## src/hw/rtl/pidab_pkg.sv

```systemverilog
// Shared constants, command/status types and codes for the blended PID unit.
package pidab_pkg;

    // Sample and gain formats
    localparam int DATA_W    = 32;   // Q16.16 samples
    localparam int GAIN_W    = 16;   // Q4.12 gains
    localparam int BLEND_W   = 13;   // Q1.12 blend weight, 4096 = 1.0
    localparam int BLEND_ONE = 4096;
    localparam int FRAC_W    = 12;   // gain fraction bits dropped after each product sum
    localparam int INTEG_W   = 48;   // Q32.16 integral
    localparam int FUNC_W    = 2;

    // Shared multiplier and accumulators
    localparam int MUL_A_W     = 17;
    localparam int MUL_B_W     = 34;
    localparam int PROD_W      = MUL_A_W + MUL_B_W;
    localparam int ACC_W       = 66;
    localparam int PID_W       = 52;
    localparam int INTEG_SPLIT = 24;   // integral split into low/high halves
    localparam int PID_SPLIT   = 26;   // PID term split into low/high halves

    // Mean divider: quotient bits resolved per cycle
    localparam int DIV_STEPS = 8;

    localparam int WINDOW_LEN_DEF = 8;

    // Configuration port
    localparam int CFG_IDX_W  = 2;
    localparam int CFG_DATA_W = GAIN_W;
    localparam logic [CFG_IDX_W-1:0] CFG_PROP_GAIN    = 2'd0;
    localparam logic [CFG_IDX_W-1:0] CFG_INTEG_GAIN   = 2'd1;
    localparam logic [CFG_IDX_W-1:0] CFG_DERIV_GAIN   = 2'd2;
    localparam logic [CFG_IDX_W-1:0] CFG_BLEND_WEIGHT = 2'd3;

    // Request kinds
    localparam logic [FUNC_W-1:0] FUNC_STEP    = 2'd0;
    localparam logic [FUNC_W-1:0] FUNC_PRELOAD = 2'd1;
    localparam logic [FUNC_W-1:0] FUNC_CLEAR   = 2'd2;

    // Multiplier operations
    typedef enum logic [2:0] {
        OP_KP_ERR,
        OP_KD_DIFF,
        OP_KI_LO,
        OP_KI_HI,
        OP_PID_LO,
        OP_PID_HI,
        OP_FB
    } op_t;

    typedef struct packed {
        logic step_load;
        logic preload;
        logic clear;
        logic fb_start;
        logic mul_en;
        op_t  op;
        logic out_load;
    } cmd_t;

    typedef struct packed {
        logic fb_ready;
        logic out_full;
    } sts_t;

endpackage

```

## src/hw/rtl/pid_with_averaged_feedback_blend_unit.sv

```systemverilog
// Top level: PID controller blended with a moving-average feedback term.
// Step request: the result reaches m_tvalid after seven passes through one shared 17x34
//   multiplier; no new request is taken until the result is in the output register.
// Preload, clear and reserved requests are taken while idle and give no result.
// A finished result waits in the output register while the next request is taken.
// aresetn (synchronous, active low) zeroes gains, window, integral and history.
module pid_with_averaged_feedback_blend_unit import pidab_pkg::*; #(
    parameter int WINDOW_LEN = WINDOW_LEN_DEF
) (
    input  logic                  aclk,
    input  logic                  aresetn,
    // request channel
    input  logic                  s_tvalid,
    output logic                  s_tready,
    input  logic [95:0]           s_tdata,   // error_sample, measured_sample, preset_output
    input  logic [FUNC_W-1:0]     s_tuser,   // func
    // result channel
    output logic                  m_tvalid,
    input  logic                  m_tready,
    output logic [DATA_W-1:0]     m_tdata,   // drive_out
    // configuration writes
    input  logic                  cfg_wr_en,
    input  logic [CFG_IDX_W-1:0]  cfg_index,
    input  logic [CFG_DATA_W-1:0] cfg_wdata
);

    cmd_t dp_cmd;
    sts_t dp_sts;

    // Controller: walks the multiplier schedule.
    //   PID term:   kp*err, kd*(err-prev), ki*integral low, ki*integral high
    //   a settle state so the PID sum is complete before it is reused
    //   blend:      (1-b)*pid low, (1-b)*pid high, b*feedback
    // When the new sample is nonzero, the window mean divider starts with the first
    // product and is done well before the feedback product; the controller still waits on it.
    pidab_ctrl u_ctrl (
        .aclk     (aclk),
        .aresetn  (aresetn),
        .s_tvalid (s_tvalid),
        .s_tready (s_tready),
        .s_func   (s_tuser),
        .m_tready (m_tready),
        .sts      (dp_sts),
        .cmd      (dp_cmd)
    );

    // Datapath: window with running sum, saturating integral, multiplier,
    // accumulators and output register.
    pidab_dp #(
        .WINDOW_LEN (WINDOW_LEN)
    ) u_dp (
        .aclk      (aclk),
        .aresetn   (aresetn),
        .cfg_wr_en (cfg_wr_en),
        .cfg_index (cfg_index),
        .cfg_wdata (cfg_wdata),
        .in_err    (signed'(s_tdata[DATA_W-1:0])),
        .in_meas   (signed'(s_tdata[2*DATA_W-1:DATA_W])),
        .in_preset (signed'(s_tdata[3*DATA_W-1:2*DATA_W])),
        .cmd       (dp_cmd),
        .sts       (dp_sts),
        .m_tready  (m_tready),
        .m_tvalid  (m_tvalid),
        .m_tdata   (m_tdata)
    );

    // a finished result never overwrites one that is still stalled
    a_no_overwrite: assert property (@(posedge aclk) disable iff (!aresetn)
        dp_cmd.out_load |-> !(m_tvalid && !m_tready))
        else $error("result loaded over a stalled result");

    // feedback product only once the window mean is settled
    a_fb_ready: assert property (@(posedge aclk) disable iff (!aresetn)
        (dp_cmd.mul_en && dp_cmd.op == OP_FB) |-> dp_sts.fb_ready)
        else $error("feedback product issued while divider busy");

    // multiplier stays quiet while requests are being taken
    a_idle_quiet: assert property (@(posedge aclk) disable iff (!aresetn)
        s_tready |-> !dp_cmd.mul_en)
        else $error("multiplier op issued while idle");

    // a step request, taken while no result waits, leads to a result load
    a_step_result: assert property (@(posedge aclk) disable iff (!aresetn)
        (dp_cmd.step_load && !m_tvalid) |-> ##10 dp_cmd.out_load)
        else $error("step request did not produce a result on schedule");

endmodule

```

## src/hw/rtl/pidab_div.sv

```systemverilog
// Multi-cycle divider of the signed window sum by the window length, toward zero.
module pidab_div import pidab_pkg::*; #(
    parameter int SUM_W   = 35,
    parameter int DIVISOR = WINDOW_LEN_DEF
) (
    input  logic                    aclk,
    input  logic                    aresetn,
    input  logic                    start,
    input  logic signed [SUM_W-1:0] dividend,
    output logic                    busy,
    output logic [DATA_W-1:0]       quotient
);

    localparam int DIV_CYC = (SUM_W + DIV_STEPS - 1) / DIV_STEPS;
    localparam int PAD_W   = DIV_CYC * DIV_STEPS;
    localparam int REM_W   = $clog2(DIVISOR);
    localparam int CNT_W   = $clog2(DIV_CYC + 1);
    localparam logic [REM_W:0] TRIAL_D = (REM_W + 1)'(DIVISOR);

    logic [PAD_W-1:0]     dvd_reg, dvd_next, dvd_v;
    logic [PAD_W-1:0]     quo_reg, quo_next;
    logic [REM_W-1:0]     rem_reg, rem_next, rem_v;
    logic [CNT_W-1:0]     cnt_reg, cnt_next;
    logic                 neg_reg, neg_next;
    logic [REM_W:0]       trial;
    logic [DIV_STEPS-1:0] qbits;
    logic [SUM_W-1:0]     mag;
    logic signed [DATA_W:0] q_mag, q_signed;

    assign mag = dividend[SUM_W-1] ? SUM_W'(-dividend) : SUM_W'(dividend);

    // one restoring step per bit, DIV_STEPS bits per cycle on a narrow remainder
    always_comb begin
        rem_v = rem_reg;
        dvd_v = dvd_reg;
        qbits = '0;
        trial = '0;
        for (int i = 0; i < DIV_STEPS; i++) begin
            trial = {rem_v, dvd_v[PAD_W-1]};
            dvd_v = dvd_v << 1;
            if (trial >= TRIAL_D) begin
                trial = trial - TRIAL_D;
                qbits[DIV_STEPS-1-i] = 1'b1;
            end
            rem_v = trial[REM_W-1:0];
        end
    end

    always_comb begin
        dvd_next = dvd_reg;
        quo_next = quo_reg;
        rem_next = rem_reg;
        cnt_next = cnt_reg;
        neg_next = neg_reg;
        if (start) begin
            dvd_next = PAD_W'(mag);
            quo_next = '0;
            rem_next = '0;
            cnt_next = CNT_W'(DIV_CYC);
            neg_next = dividend[SUM_W-1];
        end else if (cnt_reg != '0) begin
            dvd_next = dvd_v;
            quo_next = {quo_reg[PAD_W-DIV_STEPS-1:0], qbits};
            rem_next = rem_v;
            cnt_next = cnt_reg - CNT_W'(1);
        end
    end

    always_ff @(posedge aclk) begin
        if (!aresetn) begin
            cnt_reg <= '0;
        end else begin
            cnt_reg <= cnt_next;
        end
    end

    always_ff @(posedge aclk) begin
        dvd_reg <= dvd_next;
        quo_reg <= quo_next;
        rem_reg <= rem_next;
        neg_reg <= neg_next;
    end

    assign busy     = (cnt_reg != '0);
    assign q_mag    = signed'({1'b0, quo_reg[DATA_W-1:0]});
    assign q_signed = neg_reg ? -q_mag : q_mag;
    assign quotient = q_signed[DATA_W-1:0];

endmodule

```

## src/hw/rtl/pidab_dp.sv

```systemverilog
// Datapath: controller state, measurement window, shared multiplier and output register.
module pidab_dp import pidab_pkg::*; #(
    parameter int WINDOW_LEN = WINDOW_LEN_DEF
) (
    input  logic                     aclk,
    input  logic                     aresetn,
    input  logic                     cfg_wr_en,
    input  logic [CFG_IDX_W-1:0]     cfg_index,
    input  logic [CFG_DATA_W-1:0]    cfg_wdata,
    input  logic signed [DATA_W-1:0] in_err,
    input  logic signed [DATA_W-1:0] in_meas,
    input  logic signed [DATA_W-1:0] in_preset,
    input  cmd_t                     cmd,
    output sts_t                     sts,
    input  logic                     m_tready,
    output logic                     m_tvalid,
    output logic [DATA_W-1:0]        m_tdata
);

    localparam int SUM_W = DATA_W + $clog2(WINDOW_LEN);
    localparam int RES_W = ACC_W - FRAC_W;

    localparam logic signed [INTEG_W-1:0] INTEG_MAX = {1'b0, {(INTEG_W-1){1'b1}}};
    localparam logic signed [INTEG_W-1:0] INTEG_MIN = {1'b1, {(INTEG_W-1){1'b0}}};
    localparam logic signed [DATA_W-1:0]  DATA_MAX  = {1'b0, {(DATA_W-1){1'b1}}};
    localparam logic signed [DATA_W-1:0]  DATA_MIN  = {1'b1, {(DATA_W-1){1'b0}}};

    // configuration
    logic signed [GAIN_W-1:0] kp_reg, ki_reg, kd_reg;
    logic [BLEND_W-1:0]       bw_reg;

    // controller state
    logic signed [DATA_W-1:0]  win_reg [WINDOW_LEN];
    logic signed [DATA_W-1:0]  win_next [WINDOW_LEN];
    logic signed [SUM_W-1:0]   sum_reg, sum_next, sum_step;
    logic signed [DATA_W-1:0]  prev_err_reg, prev_err_next;
    logic signed [INTEG_W-1:0] integ_reg, integ_next, integ_sat;
    logic signed [INTEG_W:0]   integ_sum;
    logic signed [DATA_W-1:0]  last_out_reg, last_out_next;
    logic                      meas_nz_reg, meas_nz_next;

    // per-step operands
    logic signed [DATA_W-1:0] err_reg;
    logic signed [DATA_W:0]   diff_reg;

    // multiplier and accumulators
    logic signed [MUL_A_W-1:0] mul_a;
    logic signed [MUL_B_W-1:0] mul_b;
    logic signed [PROD_W-1:0]  prod_reg, prod_next;
    op_t                       op_d_reg;
    logic                      mul_v_reg;
    logic signed [ACC_W-1:0]   prod_ext;
    logic signed [ACC_W-1:0]   pid_acc_reg, pid_acc_next;
    logic signed [ACC_W-1:0]   out_acc_reg, out_acc_next;
    logic signed [PID_W-1:0]   pid;
    logic signed [DATA_W-1:0]  fb;
    logic [BLEND_W-1:0]        b_eff, one_minus_b;

    // result
    logic signed [RES_W-1:0]   res_wide;
    logic                      res_ovf;
    logic signed [DATA_W-1:0]  res_sat;
    logic [DATA_W-1:0]         out_data_reg;
    logic                      out_valid_reg;

    // window mean
    logic                      div_busy;
    logic [DATA_W-1:0]         div_q;

    pidab_div #(
        .SUM_W   (SUM_W),
        .DIVISOR (WINDOW_LEN)
    ) u_div (
        .aclk     (aclk),
        .aresetn  (aresetn),
        .start    (cmd.fb_start && meas_nz_reg),
        .dividend (sum_reg),
        .busy     (div_busy),
        .quotient (div_q)
    );

    // configuration writes
    always_ff @(posedge aclk) begin
        if (!aresetn) begin
            kp_reg <= '0;
            ki_reg <= '0;
            kd_reg <= '0;
            bw_reg <= '0;
        end else if (cfg_wr_en) begin
            unique case (cfg_index)
                CFG_PROP_GAIN:    kp_reg <= signed'(cfg_wdata);
                CFG_INTEG_GAIN:   ki_reg <= signed'(cfg_wdata);
                CFG_DERIV_GAIN:   kd_reg <= signed'(cfg_wdata);
                CFG_BLEND_WEIGHT: bw_reg <= cfg_wdata[BLEND_W-1:0];
                default: ;
            endcase
        end
    end

    // running window sum: drop the oldest tap, add the new sample
    assign sum_step  = sum_reg - SUM_W'(win_reg[WINDOW_LEN-1]) + SUM_W'(in_meas);
    assign integ_sum = (INTEG_W + 1)'(integ_reg) + (INTEG_W + 1)'(in_err);

    always_comb begin
        if (integ_sum[INTEG_W] != integ_sum[INTEG_W-1]) begin
            integ_sat = integ_sum[INTEG_W] ? INTEG_MIN : INTEG_MAX;
        end else begin
            integ_sat = integ_sum[INTEG_W-1:0];
        end
    end

    always_comb begin
        win_next      = win_reg;
        sum_next      = sum_reg;
        prev_err_next = prev_err_reg;
        integ_next    = integ_reg;
        last_out_next = last_out_reg;
        meas_nz_next  = meas_nz_reg;
        priority if (cmd.clear) begin
            for (int i = 0; i < WINDOW_LEN; i++) begin
                win_next[i] = '0;
            end
            sum_next      = '0;
            prev_err_next = '0;
            integ_next    = '0;
            last_out_next = '0;
        end else if (cmd.preload) begin
            prev_err_next = in_err;
            last_out_next = in_preset;
            integ_next    = '0;
        end else if (cmd.step_load) begin
            for (int i = 1; i < WINDOW_LEN; i++) begin
                win_next[i] = win_reg[i-1];
            end
            win_next[0]   = in_meas;
            sum_next      = sum_step;
            prev_err_next = in_err;
            integ_next    = integ_sat;
            meas_nz_next  = (in_meas != '0);
        end else if (cmd.out_load) begin
            last_out_next = res_sat;
        end
    end

    always_ff @(posedge aclk) begin
        if (!aresetn) begin
            for (int i = 0; i < WINDOW_LEN; i++) begin
                win_reg[i] <= '0;
            end
            sum_reg      <= '0;
            prev_err_reg <= '0;
            integ_reg    <= '0;
            last_out_reg <= '0;
            meas_nz_reg  <= 1'b0;
        end else begin
            win_reg      <= win_next;
            sum_reg      <= sum_next;
            prev_err_reg <= prev_err_next;
            integ_reg    <= integ_next;
            last_out_reg <= last_out_next;
            meas_nz_reg  <= meas_nz_next;
        end
    end

    always_ff @(posedge aclk) begin
        if (cmd.step_load) begin
            err_reg  <= in_err;
            diff_reg <= (DATA_W + 1)'(in_err) - (DATA_W + 1)'(prev_err_reg);
        end
    end

    // operand select for the shared multiplier
    assign b_eff       = (bw_reg > BLEND_W'(BLEND_ONE)) ? BLEND_W'(BLEND_ONE) : bw_reg;
    assign one_minus_b = BLEND_W'(BLEND_ONE) - b_eff;
    assign pid         = pid_acc_reg[FRAC_W +: PID_W];
    assign fb          = meas_nz_reg ? signed'(div_q) : last_out_reg;

    always_comb begin
        unique case (cmd.op)
            OP_KP_ERR: begin
                mul_a = MUL_A_W'(kp_reg);
                mul_b = MUL_B_W'(err_reg);
            end
            OP_KD_DIFF: begin
                mul_a = MUL_A_W'(kd_reg);
                mul_b = MUL_B_W'(diff_reg);
            end
            OP_KI_LO: begin
                mul_a = MUL_A_W'(ki_reg);
                mul_b = signed'(MUL_B_W'(integ_reg[INTEG_SPLIT-1:0]));
            end
            OP_KI_HI: begin
                mul_a = MUL_A_W'(ki_reg);
                mul_b = MUL_B_W'(signed'(integ_reg[INTEG_W-1:INTEG_SPLIT]));
            end
            OP_PID_LO: begin
                mul_a = signed'(MUL_A_W'(one_minus_b));
                mul_b = signed'(MUL_B_W'(pid[PID_SPLIT-1:0]));
            end
            OP_PID_HI: begin
                mul_a = signed'(MUL_A_W'(one_minus_b));
                mul_b = MUL_B_W'(signed'(pid[PID_W-1:PID_SPLIT]));
            end
            OP_FB: begin
                mul_a = signed'(MUL_A_W'(b_eff));
                mul_b = MUL_B_W'(fb);
            end
            default: begin
                mul_a = '0;
                mul_b = '0;
            end
        endcase
    end

    assign prod_next = mul_a * mul_b;
    assign prod_ext  = ACC_W'(prod_reg);

    // accumulate the product registered in the previous cycle
    always_comb begin
        pid_acc_next = pid_acc_reg;
        out_acc_next = out_acc_reg;
        if (cmd.step_load) begin
            pid_acc_next = '0;
            out_acc_next = '0;
        end else if (mul_v_reg) begin
            unique case (op_d_reg)
                OP_KP_ERR, OP_KD_DIFF, OP_KI_LO: pid_acc_next = pid_acc_reg + prod_ext;
                OP_KI_HI:  pid_acc_next = pid_acc_reg + (prod_ext <<< INTEG_SPLIT);
                OP_PID_LO, OP_FB: out_acc_next = out_acc_reg + prod_ext;
                OP_PID_HI: out_acc_next = out_acc_reg + (prod_ext <<< PID_SPLIT);
                default: ;
            endcase
        end
    end

    always_ff @(posedge aclk) begin
        if (!aresetn) begin
            mul_v_reg <= 1'b0;
        end else begin
            mul_v_reg <= cmd.mul_en;
        end
    end

    always_ff @(posedge aclk) begin
        prod_reg    <= prod_next;
        op_d_reg    <= cmd.op;
        pid_acc_reg <= pid_acc_next;
        out_acc_reg <= out_acc_next;
    end

    // floor to Q16.16, then clamp to 32 bits
    assign res_wide = out_acc_reg[ACC_W-1:FRAC_W];
    assign res_ovf  = !((&res_wide[RES_W-1:DATA_W-1]) || !(|res_wide[RES_W-1:DATA_W-1]));

    always_comb begin
        if (res_ovf) begin
            res_sat = res_wide[RES_W-1] ? DATA_MIN : DATA_MAX;
        end else begin
            res_sat = res_wide[DATA_W-1:0];
        end
    end

    always_ff @(posedge aclk) begin
        if (!aresetn) begin
            out_valid_reg <= 1'b0;
        end else if (cmd.out_load) begin
            out_valid_reg <= 1'b1;
        end else if (m_tready) begin
            out_valid_reg <= 1'b0;
        end
    end

    always_ff @(posedge aclk) begin
        if (cmd.out_load) begin
            out_data_reg <= res_sat;
        end
    end

    assign sts.fb_ready = !div_busy;
    assign sts.out_full = out_valid_reg;
    assign m_tvalid     = out_valid_reg;
    assign m_tdata      = out_data_reg;

endmodule

```

## src/hw/rtl/pidab_ctrl.sv

```systemverilog
// Controller: sequences the multiplier operations of one step request.
module pidab_ctrl import pidab_pkg::*; (
    input  logic              aclk,
    input  logic              aresetn,
    input  logic              s_tvalid,
    output logic              s_tready,
    input  logic [FUNC_W-1:0] s_func,
    input  logic              m_tready,
    input  sts_t              sts,
    output cmd_t              cmd
);

    typedef enum logic [6:0] {
        S_IDLE   = 7'b0000001,
        S_PID    = 7'b0000010,
        S_SETTLE = 7'b0000100,
        S_BLEND  = 7'b0001000,
        S_FBWAIT = 7'b0010000,
        S_FIN    = 7'b0100000,
        S_OUT    = 7'b1000000
    } state_t;

    state_t state_reg, state_next;
    op_t    op_reg, op_next;
    logic   accept;

    assign s_tready = (state_reg == S_IDLE);
    assign accept   = s_tvalid && s_tready;

    always_comb begin
        state_next    = state_reg;
        op_next       = op_reg;
        cmd           = '0;
        cmd.op        = op_reg;
        cmd.step_load = accept && (s_func == FUNC_STEP);
        cmd.preload   = accept && (s_func == FUNC_PRELOAD);
        cmd.clear     = accept && (s_func == FUNC_CLEAR);
        unique case (state_reg)
            S_IDLE: begin
                if (cmd.step_load) begin
                    state_next = S_PID;
                    op_next    = OP_KP_ERR;
                end
            end
            S_PID: begin
                cmd.mul_en   = 1'b1;
                cmd.fb_start = (op_reg == OP_KP_ERR);
                unique case (op_reg)
                    OP_KP_ERR:  op_next = OP_KD_DIFF;
                    OP_KD_DIFF: op_next = OP_KI_LO;
                    OP_KI_LO:   op_next = OP_KI_HI;
                    default:    state_next = S_SETTLE;
                endcase
            end
            S_SETTLE: begin
                state_next = S_BLEND;
                op_next    = OP_PID_LO;
            end
            S_BLEND: begin
                cmd.mul_en = 1'b1;
                if (op_reg == OP_PID_LO) begin
                    op_next = OP_PID_HI;
                end else begin
                    state_next = S_FBWAIT;
                end
            end
            S_FBWAIT: begin
                cmd.op = OP_FB;
                if (sts.fb_ready) begin
                    cmd.mul_en = 1'b1;
                    state_next = S_FIN;
                end
            end
            S_FIN: begin
                state_next = S_OUT;
            end
            S_OUT: begin
                if (!sts.out_full || m_tready) begin
                    cmd.out_load = 1'b1;
                    state_next   = S_IDLE;
                end
            end
            default: begin
                state_next = S_IDLE;
            end
        endcase
    end

    always_ff @(posedge aclk) begin
        if (!aresetn) begin
            state_reg <= S_IDLE;
            op_reg    <= OP_KP_ERR;
        end else begin
            state_reg <= state_next;
            op_reg    <= op_next;
        end
    end

endmodule
```

## config.mk

```make
export PLATFORM = sky130hd
export DESIGN_NAME = pid_with_averaged_feedback_blend_unit
export DESIGN_NICKNAME = d
export VERILOG_FILES = /design/src/hw/rtl/pidab_pkg.sv /design/src/hw/rtl/pid_with_averaged_feedback_blend_unit.sv /design/src/hw/rtl/pidab_div.sv /design/src/hw/rtl/pidab_dp.sv /design/src/hw/rtl/pidab_ctrl.sv
export SDC_FILE = /design/constraint.sdc
export NUM_CORES = 2
export LEC_CHECK = 0
export BUFFER_PORTS_ARGS = -buffer_cell sky130_fd_sc_hd__buf_2
export CAP_MARGIN = 15
export CORE_UTILIZATION = 50
export CTS_CLUSTER_DIAMETER = 30
export DETAILED_ROUTE_END_ITERATION = 10
export PLACE_DENSITY = 0.67
export SETUP_SLACK_MARGIN = 0.2
export SLEW_MARGIN = 5
export SYNTH_ARGS = -nofsm -noshare
export SYNTH_HDL_FRONTEND = slang
export SYNTH_SLANG_ARGS = --single-unit
```

## constraint.sdc

```tcl
create_clock -name aclk -period 8.1 [get_ports aclk]
set_input_delay 0.81 -clock aclk [delete_from_list [all_inputs] [get_ports aclk]]
set_output_delay 0.81 -clock aclk [all_outputs]
set_load 0.05 [all_outputs]
```

==> key figures <==
Run status
  • Status: finished with violations
  • Failing checks: setup timing

Floorplan
  • Die Span X: 377.3 µm
  • Rows: 137
  • Die area: 0.1423 mm²
  • Initial core utilization: 50.41%
  • Core Area: 0.1397 mm²
  • IO Pins: 155
  • Die Ht: 377.3 µm

Logic synthesis
  • Syn_nets: 9816
  • Mapped Cells: 8669
  • Yosys cell types: 87
  • Top cell type's share of synthesized area: 20.01%
  • Synth warnings: 0
  • Synth area leaders: dfxtp_1, fa_1, ha_1, nand2_1, a21oi_1
  • Post-synth EDFFs: 133
  • Share of flip-flops with an asynchronous set or reset: 0%
  • Cell taking the most area after synthesis: dfxtp_1
  • Top-count cell post-synth: nand2_1
  • Sequential element share of the synthesized area: 25.69%
  • Post-synth top cells: nand2_1, a21oi_1, inv_1, nor2_1, dfxtp_1
  • Seq cells post-synth: 837
  • Synth Flop Type: dfxtp_1
  • Area of the mapped netlist: 0.07042 mm²
  • Mean post-synth cell area: 8.123 µm²

Cells and area
  • Fin util: 61.83%
  • Final Net Count: 10350
  • Layout cells sized above 1: 16.19%
  • Layout area overhead: 22.66%
  • Max FFs per register: 256

Timing
  • Rel. slew slack: 24.00%
  • Post-route clock skew: 0.07151 ns
  • Count of final setup violators: 22
  • Slew Limit Fails: 0
  • Worst Tran Pin Value: 1.136 ns
  • FMAX: 115.5 MHz
  • Final hold violation count: 0
  • Period minus WS final: 8.660 ns
  • Final Worst Setup Slack: -0.5600 ns
  • Hold WS: 0.2202 ns
  • Unrepaired setup endpoints after global routing: true
  • Setup TNS: -6.592 ns
  • Tcrit/Tclk final: 106.9%

Clock network
  • CTS Buf Count: 196
  • H-tree lvl count: 4
  • Post-CTS Hold Buffers: 0
  • Clock Path Buffers: 3
  • CTS tree: built
  • Clk_lat worst skew: 0.85 ns
  • Clock sinks: 837
  • Root buf cell: clkbuf_16
  • Clock-pin slew on the worst setup and hold paths: 0.05 ns

Power and ir drop
  • PD cells: 278.7 mW/mm²
  • VDD IR max: 0.2538 mV
  • Leakage Power: 38.96 nW
  • Total power: 24.07 mW

Critical path
  • CP Max Fanout: 7
  • Worst Path Class, Setup: register to register
  • Type of destination of the critical path: register
  • Critical Path AT: 9.38 ns
  • CP dominant cell by count: fa_1
  • Startpoint Class: register
  • Largest stage delay, worst path: 0.54 ns
  • Critical Path RT: 8.82 ns
  • Worst R2R Setup Slack: -0.56 ns
  • Worst path slowest cell: fa_1

GRT
  • Gr usage total: 35.06%
  • Gr busiest metal: met2
  • GRT overflow: 0
  • GR Util met2: 56.83%
  • Global Route met1 Usage: 44.24%
  • Global Route met3 Usage: 7.193%
  • Initial antenna violation count: 18
  • First-pass GRT wire length: 380600 µm
  • Largest net degree at the start of global routing: 173
  • Vias in the first global route: 63830

Drt
  • Detailed Routing Iterations Pass 1: 9
  • DR DRC count: 0
  • Vias per Instance: 5.821
  • DR iter-0 viols: 6445
  • Routed WL: 253400 µm
  • Via count: 65570
  • Antenna Violating Nets Remaining: 0
  • Avg WL per Cell: 22.50 µm

Placed design
  • Final RePlAce weighted congestion: 1.022
  • Port Buffers: 154
  • Pre-CTS WS: -1.393 ns
  • Post-DP HPWL: 194500 µm

Hold path
  • Hold Path Class: primary input to register

Run
  • Max-cap violations: 0
==> cell type report <==
type | instances | area [µm²]
Sequential cell | 837 | 18100
Inverter | 816 | 3080
Antenna cell | 7 | 17.52
Tap cell | 1876 | 2347
Multi-Input combinational cell | 6535 | 48950
Clock buffer | 237 | 5366
Clock inverter | 134 | 1881
Timing Repair Buffer | 821 | 6636
Fill cell | 12160 | 53320
==> power by group <==
part	switching [mW]	internal [mW]
Sequential	0.623	4.78
Clock	2.77	5.68
Combinational	5.95	4.26
==> kinds of logic (layout without fill, tap and decap cells) <==
family	after synthesis	after routing	share of synthesized area [%]
other	0	7	0
AO/OA/AOI/OAI	2250	2250	19.72
buffers and inverters	1297	2008	6.962
flip-flops	837	837	25.69
AND/OR/NAND/NOR	2789	2789	17.16
adder cells (fa/ha/maj)	1026	1026	24.43
XOR/XNOR	382	382	4.751
multiplexers	88	88	1.283
==> worst max-delay path, delay by kind of cell, from the launching register on <==
kind | cells | cell delay, ns
adder cells (fa/ha/maj) | 7 | 3.26
buffers and inverters | 12 | 1.36
AO/OA/AOI/OAI | 9 | 1.86
flip-flops | 1 | 0.31
XOR/XNOR | 1 | 0.14
AND/OR/NAND/NOR | 11 | 1.60
==> cells in the final DEF, fill, tap and decap left out, drive strengths merged, types with 36 or more instances in the layout <==
cell type and count:
o21bai 76, clkinv 73, edfxtp 133, or3 36
and3 56, nor2b 63, nor2 784, o21ai 379
dfxtp 704, nand4 98, a31oi 39, o31ai 43
nand3 101, inv 822, mux2i 70, fa 582
nand2 1311, buf 820, a21oi 976, xor2 140
nand2b 108, ha 444, or2 46, clkbuf 237
a21o 293, o21a 58, a211oi 73, nor3 84
xnor2 242
==> metrics by stage <==
step,area [µm²],instances
floorplan,70880,8669
global placement,77160,10800
detailed placement,77160,10800
CTS,85700,11230
global route,86360,11260
finish,86380,11260
==> routing by layer <==
| layer | routed length [µm] | vias to the layer above |
|---|---|---|
| li1 | - | 30440 |
| met1 | 102400 | 32040 |
| met2 | 116600 | 2484 |
| met3 | 20280 | 586 |
| met4 | 13900 | 14 |
| met5 | 156 | - |
==> worst paths after layout <==
path                            start           endpoint  depth (start not counted)
setup / recovery  u_ctrl.state_reg[2]  u_dp.prod_reg[44]                         40
hold / removal            s_tdata[62]  u_dp.win_reg[254]                          3
setup reg to reg  u_ctrl.state_reg[2]  u_dp.prod_reg[44]                         40
hold reg to reg      u_dp.win_reg[44]   u_dp.win_reg[12]                          2
==> repair_timing <==
| action | CTS | global route |
|---|---|---|
| pin swaps | 141 | 104 |
| gates resized for setup | 179 | 96 |
| setup endpoints to repair | 34 | 32 |
| gates cloned | 1 | 0 |
| setup buffers | 57 | 24 |
Note: power is estimated with default switching activity, not from simulation.
